==> config.mk <==
export PLATFORM = sky130hd
export DESIGN_NAME = min_max_contrast_stretch
export DESIGN_NICKNAME = d
export VERILOG_FILES = /design/src/hdl/mmcs_pkg.sv /design/src/hdl/min_max_contrast_stretch.sv /design/src/hdl/mmcs_ctrl.sv /design/src/hdl/mmcs_dp.sv
export SDC_FILE = /design/constraint.sdc
export NUM_CORES = 1
export LEC_CHECK = 0
export BUFFER_PORTS_ARGS = -buffer_cell sky130_fd_sc_hd__buf_4
export CAP_MARGIN = 20
export CORE_MARGIN = 2
export CORE_UTILIZATION = 41
export CTS_BUF_LIST = sky130_fd_sc_hd__clkbuf_8
export DETAILED_ROUTE_END_ITERATION = 16
export PLACE_DENSITY = 0.71
export SYNTH_ARGS = -nofsm -noshare
export SYNTH_HDL_FRONTEND = slang
export SYNTH_SLANG_ARGS = --single-unit
==> constraint.sdc <==
create_clock -name aclk -period 3.5 [get_ports aclk]
set_clock_uncertainty 0.15 [all_clocks]
set_input_delay 0.175 -clock aclk [delete_from_list [all_inputs] [get_ports aclk]]
set_output_delay 0.175 -clock aclk [all_outputs]
set_load 0.01 [all_outputs]
==> src/hdl/mmcs_pkg.sv <==
// Shared types and constants of the min-max contrast stretch block.
package mmcs_pkg;

    localparam int PIX_W     = 8;                // grayscale pixel width
    localparam int DIV_STEPS = PIX_W;            // quotient bits, one per divide step
    localparam int STEP_W    = $clog2(DIV_STEPS);
    localparam int REM_W     = 17;               // holds 510*254 + 255
    localparam int DVS_W     = 2 * PIX_W;        // (2*d) << (DIV_STEPS-1) = d << 8

    localparam logic [PIX_W-1:0] UNIFORM_VAL = PIX_W'(128);
    localparam logic [PIX_W-1:0] FLOOR_VAL   = PIX_W'(0);
    localparam logic [PIX_W-1:0] CEIL_VAL    = PIX_W'(255);

    localparam logic KIND_GATHER = 1'b0;
    localparam logic KIND_APPLY  = 1'b1;

    typedef enum logic [2:0] {
        ST_IDLE = 3'b001,
        ST_DIV  = 3'b010,
        ST_DONE = 3'b100
    } state_t;

    // Commands from the controller to the datapath.
    typedef struct packed {
        logic gather_req;   // fold the accepted pixel into the statistics
        logic apply_req;    // latch the accepted pixel and set up the divide
        logic div_step;     // run one restoring divide step
        logic out_load;     // move the quotient into the output register
    } mmcs_cmd_t;

    // Status from the datapath to the controller.
    typedef struct packed {
        logic out_full;     // output register holds a request that is not taken this cycle
    } mmcs_stat_t;

endpackage

==> src/hdl/min_max_contrast_stretch.sv <==
// Top level of the min-max contrast stretch block.
//
// Two-pass linear contrast stretch of 8-bit grayscale pixels.
// Input channel (s_*): s_tuser is the kind, 0 for a gather pixel that updates
// the min/max statistics, 1 for an apply pixel that returns a stretched value.
// s_tdata carries the pixel, s_tlast marks the final pixel of a pass.
// Output channel (m_*): one request per apply pixel, m_tdata is the stretched
// pixel, m_tlast copies the apply pixel's last flag. Gather pixels give none.
// Gather pixels are accepted back to back; an apply pixel runs through accept,
// eight restoring divide steps of one quotient bit each and hand-off in the
// shared bit-serial divider before the next pixel is accepted.
// s_tready is high only while the sequencer is idle.
// The output register parts the two sides: a new pixel is accepted while a
// finished result waits; when the receiver stalls, the next apply result
// holds in the divider until the output register is taken.
// Reset (aresetn low, synchronous) clears the statistics to min = max = 0,
// so apply pixels before any gather return 128, and empties the output.
module min_max_contrast_stretch import mmcs_pkg::*; (
    input  logic             aclk,
    input  logic             aresetn,
    input  logic             s_tvalid,
    output logic             s_tready,
    input  logic [PIX_W-1:0] s_tdata,   // [7:0] pixel
    input  logic             s_tuser,   // [0] kind
    input  logic             s_tlast,
    output logic             m_tvalid,
    input  logic             m_tready,
    output logic [PIX_W-1:0] m_tdata,   // [7:0] out_pixel
    output logic             m_tlast
);

    mmcs_cmd_t  cmd;
    mmcs_stat_t stat;

    // sequencer: handshake on the input side and divide step count
    mmcs_ctrl u_ctrl (
        .aclk     (aclk),
        .aresetn  (aresetn),
        .s_tvalid (s_tvalid),
        .s_tuser  (s_tuser),
        .s_tready (s_tready),
        .stat     (stat),
        .cmd      (cmd)
    );

    // statistics, divider and output register
    mmcs_dp u_dp (
        .aclk     (aclk),
        .aresetn  (aresetn),
        .s_tdata  (s_tdata),
        .s_tlast  (s_tlast),
        .cmd      (cmd),
        .stat     (stat),
        .m_tvalid (m_tvalid),
        .m_tready (m_tready),
        .m_tdata  (m_tdata),
        .m_tlast  (m_tlast)
    );

endmodule

==> src/hdl/mmcs_ctrl.sv <==
// Sequencer of the min-max contrast stretch block: accept, divide, hand off.
module mmcs_ctrl import mmcs_pkg::*; (
    input  logic       aclk,
    input  logic       aresetn,
    input  logic       s_tvalid,
    input  logic       s_tuser,
    output logic       s_tready,
    input  mmcs_stat_t stat,
    output mmcs_cmd_t  cmd
);

    state_t            state_reg, state_next;
    logic [STEP_W-1:0] cnt_reg, cnt_next;
    logic              accept;

    assign s_tready = (state_reg == ST_IDLE);
    assign accept   = s_tvalid && s_tready;

    always_comb begin
        state_next     = state_reg;
        cnt_next       = cnt_reg;
        cmd            = '0;
        cmd.gather_req = accept && (s_tuser == KIND_GATHER);
        cmd.apply_req  = accept && (s_tuser == KIND_APPLY);
        unique case (state_reg)
            ST_IDLE: begin
                if (cmd.apply_req) begin
                    state_next = ST_DIV;
                    cnt_next   = STEP_W'(DIV_STEPS - 1);
                end
            end
            ST_DIV: begin
                cmd.div_step = 1'b1;
                if (cnt_reg == '0) begin
                    state_next = ST_DONE;
                end else begin
                    cnt_next = cnt_reg - 1'b1;
                end
            end
            ST_DONE: begin
                // hold until the output register frees up
                if (!stat.out_full) begin
                    cmd.out_load = 1'b1;
                    state_next   = ST_IDLE;
                end
            end
            default: begin
                state_next = ST_IDLE;
            end
        endcase
    end

    always_ff @(posedge aclk) begin
        if (!aresetn) begin
            state_reg <= ST_IDLE;
            cnt_reg   <= '0;
        end else begin
            state_reg <= state_next;
            cnt_reg   <= cnt_next;
        end
    end

endmodule

==> src/hdl/mmcs_dp.sv <==
// Datapath of the min-max contrast stretch block: statistics, divider, output register.
module mmcs_dp import mmcs_pkg::*; (
    input  logic             aclk,
    input  logic             aresetn,
    input  logic [PIX_W-1:0] s_tdata,
    input  logic             s_tlast,
    input  mmcs_cmd_t        cmd,
    output mmcs_stat_t       stat,
    output logic             m_tvalid,
    input  logic             m_tready,
    output logic [PIX_W-1:0] m_tdata,
    output logic             m_tlast
);

    logic [PIX_W-1:0] low_reg, high_reg;
    logic             open_reg;
    logic [REM_W-1:0] rem_reg;
    logic [DVS_W-1:0] dvs_reg;
    logic [PIX_W-1:0] quot_reg;
    logic             special_reg;
    logic             last_reg;
    logic             out_valid_reg;
    logic [PIX_W-1:0] out_pixel_reg;
    logic             out_last_reg;

    logic [PIX_W-1:0] diff, span;
    logic             is_uniform, is_below, is_above;
    logic [REM_W-1:0] num;
    logic [REM_W-1:0] trial;
    logic             fits;

    assign diff       = s_tdata - low_reg;
    assign span       = high_reg - low_reg;
    assign is_uniform = (low_reg >= high_reg);
    assign is_below   = (s_tdata <= low_reg);
    assign is_above   = (s_tdata >= high_reg);
    // 510*diff + span
    assign num = {diff, 9'b0} - {8'b0, diff, 1'b0} + {9'b0, span};

    assign trial = rem_reg - {1'b0, dvs_reg};
    assign fits  = (rem_reg >= {1'b0, dvs_reg});

    // statistics
    always_ff @(posedge aclk) begin
        if (!aresetn) begin
            low_reg  <= '0;
            high_reg <= '0;
            open_reg <= 1'b0;
        end else if (cmd.gather_req) begin
            if (!open_reg) begin
                low_reg  <= s_tdata;
                high_reg <= s_tdata;
            end else begin
                if (s_tdata < low_reg) low_reg <= s_tdata;
                if (s_tdata > high_reg) high_reg <= s_tdata;
            end
            open_reg <= !s_tlast;
        end else if (cmd.apply_req) begin
            open_reg <= 1'b0;
        end
    end

    // restoring divider; the quotient stays below 256 inside the range
    always_ff @(posedge aclk) begin
        if (cmd.apply_req) begin
            rem_reg     <= num;
            dvs_reg     <= {span, 8'b0};
            last_reg    <= s_tlast;
            special_reg <= is_uniform || is_below || is_above;
            if (is_uniform) begin
                quot_reg <= UNIFORM_VAL;
            end else if (is_below) begin
                quot_reg <= FLOOR_VAL;
            end else if (is_above) begin
                quot_reg <= CEIL_VAL;
            end else begin
                quot_reg <= '0;
            end
        end else if (cmd.div_step && !special_reg) begin
            if (fits) rem_reg <= trial;
            quot_reg <= {quot_reg[PIX_W-2:0], fits};
            dvs_reg  <= dvs_reg >> 1;
        end
    end

    // output register
    always_ff @(posedge aclk) begin
        if (!aresetn) begin
            out_valid_reg <= 1'b0;
        end else if (cmd.out_load) begin
            out_valid_reg <= 1'b1;
        end else if (m_tready) begin
            out_valid_reg <= 1'b0;
        end
    end

    always_ff @(posedge aclk) begin
        if (cmd.out_load) begin
            out_pixel_reg <= quot_reg;
            out_last_reg  <= last_reg;
        end
    end

    assign stat.out_full = out_valid_reg && !m_tready;
    assign m_tvalid      = out_valid_reg;
    assign m_tdata       = out_pixel_reg;
    assign m_tlast       = out_last_reg;

endmodule

==> key figures <==
Synthesis
  • Most common flop cell mapped by yosys: edfxtp_1
  • Total of warnings raised by yosys: 0
  • Number of distinct library cell variants in the gate-level netlist after synthesis: 64
  • Post-synthesis compound-gate area fraction: 0.197
  • Number of register bits inferred by synthesis: 76
  • Cells taking the most area after synthesis: edfxtp_1 25%, dfxtp_1 12%, ha_1 12%
  • Mux contribution to synthesized area: 0.0249
  • Syn_area_per_cell: 9.37 µm²
  • Post-synthesis cell type with the largest combined area: edfxtp_1
  • Simple logic cell fraction of the synthesized area: 0.164
  • Adder-Cell Fraction of Synth Area: 0.135
  • Cell Area, Synth: between 5000 and 6000 µm²
  • Top-area cell type share of the netlist area: 0.253
  • Synth async-reset ratio: 0
  • Post-synth EDFFs: 44
  • Post-Syn Nets: ~620
  • Sequential share of the synthesized area: 0.376
  • Post-Syn Instances: approximately 560
  • Dominant combinational cell family by area after synthesis: compound AO/OA/AOI/OAI gates
  • Fraction of synthesized cell area in xor and xnor cells: 0.0568

Clock network
  • H-tree level count: 3
  • Clk slew on worst S/H paths: around 80 ps
  • Number of clock sinks: 76
  • Maximum buffer depth of the clock tree: 2
  • Clk Latency, worst-skew pair: about 360 ps
  • CTS tree: built
  • Clock Tree Root: clkbuf_8
  • CTS buffer count: 9

Floorplanning
  • I/O Pins: 25
  • Area of the core: roughly 13000 µm²
  • Site Rows: 41
  • Area of the die: roughly 14000 µm²
  • Die Span X: roughly 120 µm
  • Die height: 117 µm
  • Effective utilization at floorplan: 0.417

STA
  • Final-report setup violation count: 0
  • Measured slew at the worst slew-check pin: a little over 900 ps
  • Pins Over Slew Limit: 0
  • Final worst-path cycle share: 0.984
  • Tmin final: 3450 ps
  • Worst rel slew slack: 0.383
  • Hold violation count in the final report: 0
  • Hold slack: 11.2 ps
  • Final critical-path setup slack: 54.7 ps
  • Fmax: around 0.29 GHz
  • Setup repair after global routing missed its margin: true

Cells and area
  • Layout cell share with drive strength beyond 1: 0.180
  • Cell area after layout: 6240 µm²
  • Leading cell type in the layout, fill and taps excluded: buf_4
  • Area of the multi-input gates: between 3000 and 4000 µm²
  • Largest register FFs: 17
  • Utilization of the core after routing: 0.499
  • # nets final: approximately 700
  • Fill count: around 1200
  • Sequential cell area: approximately 2000 µm²
  • Most frequent cells in the layout: 53 x buf_4, 48 x inv_1, 45 x nand2_1, 44 x edfxtp_1, 42 x ha_1
  • Ant. Diodes: 0
  • Syn-to-layout area delta: 19.6%

Drt
  • WL per Instance: 15.5 µm
  • Routed vias: 4246
  • Detailed Routing Iterations Pass 1: 4
  • Violation count after the first detailed-route iteration: approximately 180
  • Sum of routed wire length over all layers: ~12 mm
  • Number of remaining DRC errors: 0
  • Via density per instance: around 5.3
  • Residual antenna-violating net count after detailed routing: 0

Critical path
  • Critical path class: reg2reg
  • Critical Path AT: ~3500 ps
  • Worst EP required: between 3000 and 4000 ps
  • Maximum net fanout on the critical path: 6
  • Sort of element at the end of the critical path: flop
  • Startpoint type of the worst setup path: flop

Worst hold path
  • Path type of the worst min-delay path: in2reg

Placed design
  • Weighted congestion at the end of routability-driven global placement: 0.870
  • Total placed instance area: 5780 µm²
  • Number of port buffers: 24
  • Detailed Place HPWL: between 9 and 10 mm
  • Worst setup slack before clock tree synthesis: -52.7 ps

GRT
  • Initial antenna violation count: 0
  • Pin count of the biggest net entering global routing: 31
  • Number of global-route vias before repair: roughly 4100
  • Global-route wire length before repair: about 20 mm
  • Aggregate global routing overflow: 0
  • Global-route total usage across every layer: 0.190

Outcome
  • Run status: complete, no violations

Flow run
  • Maxcap violations: 0

Power
  • Leakage power: approximately 2.5 nW
  • PwrDens: 766 nW/µm²
  • Worst IR drop on VDD: between 200 and 300 µV
[critical path: stages (launching register included)]
cell	delay, ps
dfxtp_4	390
ha_4	130
inv_2	30
fa_2	400
xor2_4	180
ha_4	300
o21ai_2	60
nand2b_1	110
a21oi_2	70
maj3_2	330
maj3_2	350
a211o_4	380
a31o_1	230
a31oi_1	160
[per-stage QoR]
stage | TNS [ps] | cells | power, mW
floorplan | 0 | 557 | 3.14
detailed placement | -110 | 765 | 3.89
finish | 0 | 794 | 4.78
global route | -56.9 | 794 | 5.13
global placement | 0 | 765 | 3.82
CTS | -11.8 | 792 | 4.62
[where the power goes]
group,switching [mW],internal (mW),leakage (nW)
Clock,0.340,0.322,0.105
Sequential,0.0758,1.20,0.669
Combinational,1.54,1.30,1.73
[Yosys cell counts, types with 3 or more instances]
cell type	n
buf_1	3
nand2_1	45
o21ai_0	17
a211o_1	4
fa_1	3
xnor2_1	18
o21bai_1	6
o211ai_1	11
o22ai_1	5
a211oi_1	3
or3_1	5
dfxtp_1	32
ha_1	48
a31oi_1	6
nand3_1	12
inv_1	50
o211a_1	3
a21o_1	16
edfxtp_1	44
xor2_1	14
nand4_1	10
nor3b_1	3
nor3_1	11
nor2b_1	28
mux2i_1	13
nor2_1	28
clkbuf_1	12
a21boi_0	3
nor4_1	3
o21a_1	10
and2_1	3
nand2b_1	7
a21oi_1	42
[final timing paths]
path	slack (ps)	cells after the start	endpoint	from
worst max-delay path	50	13	u_dp.rem_reg[13]$_DFFE_PP_	u_dp.low_reg[0]$_SDFFE_PN0P_
worst max register to register	50	13	u_dp.rem_reg[13]$_DFFE_PP_	u_dp.low_reg[0]$_SDFFE_PN0P_
worst min register to register	290	0	u_dp.m_tlast$_DFFE_PP_	u_dp.last_reg$_DFFE_PP_
worst min-delay path	10	3	u_dp.m_tvalid$_SDFFE_PN0P_	m_tready
[cell type report]
type / count / share of cell area
multi-input combinational: 416 / 0.508
inverter: 50 / 0.0301
sequential: 76 / 0.315
clock buffer: 9 / 0.0198
timing repair buffer: 64 / 0.0830
clock inverter: 7 / 0.00982
tap: 172 / 0.0345
[metal layers]
layer | vias up | global-route usage | wire length (µm)
li1 | 2133 | - | -
met1 | 2004 | 0.251 | 5420
met2 | 85 | 0.316 | 6130
met3 | 24 | 0.0283 | 477
met4 | 0 | 0.0722 | 306
met5 | - | 0 | 0
[timing repair]
action | 4_1_cts | 5_1_grt
pin swaps | 2 | 15
hold buffers | 10 | 0
setup endpoints to repair | 7 | 10
gates resized for setup | 4 | 29
setup buffers | 1 | 2
endpoints found under the hold margin | 19 | 0
[logic make-up after synthesis]
| logic type | Yosys count |
|---|---|
| buffers and inverters | 65 |
| and+or+nand+nor | 167 |
| muxes | 13 |
| xor gates and xnor gates | 33 |
| AOI/OAI and AO/OA | 148 |
| DFF | 76 |
| adders and majority gates | 55 |
Note: power is estimated with default switching activity, not from simulation.
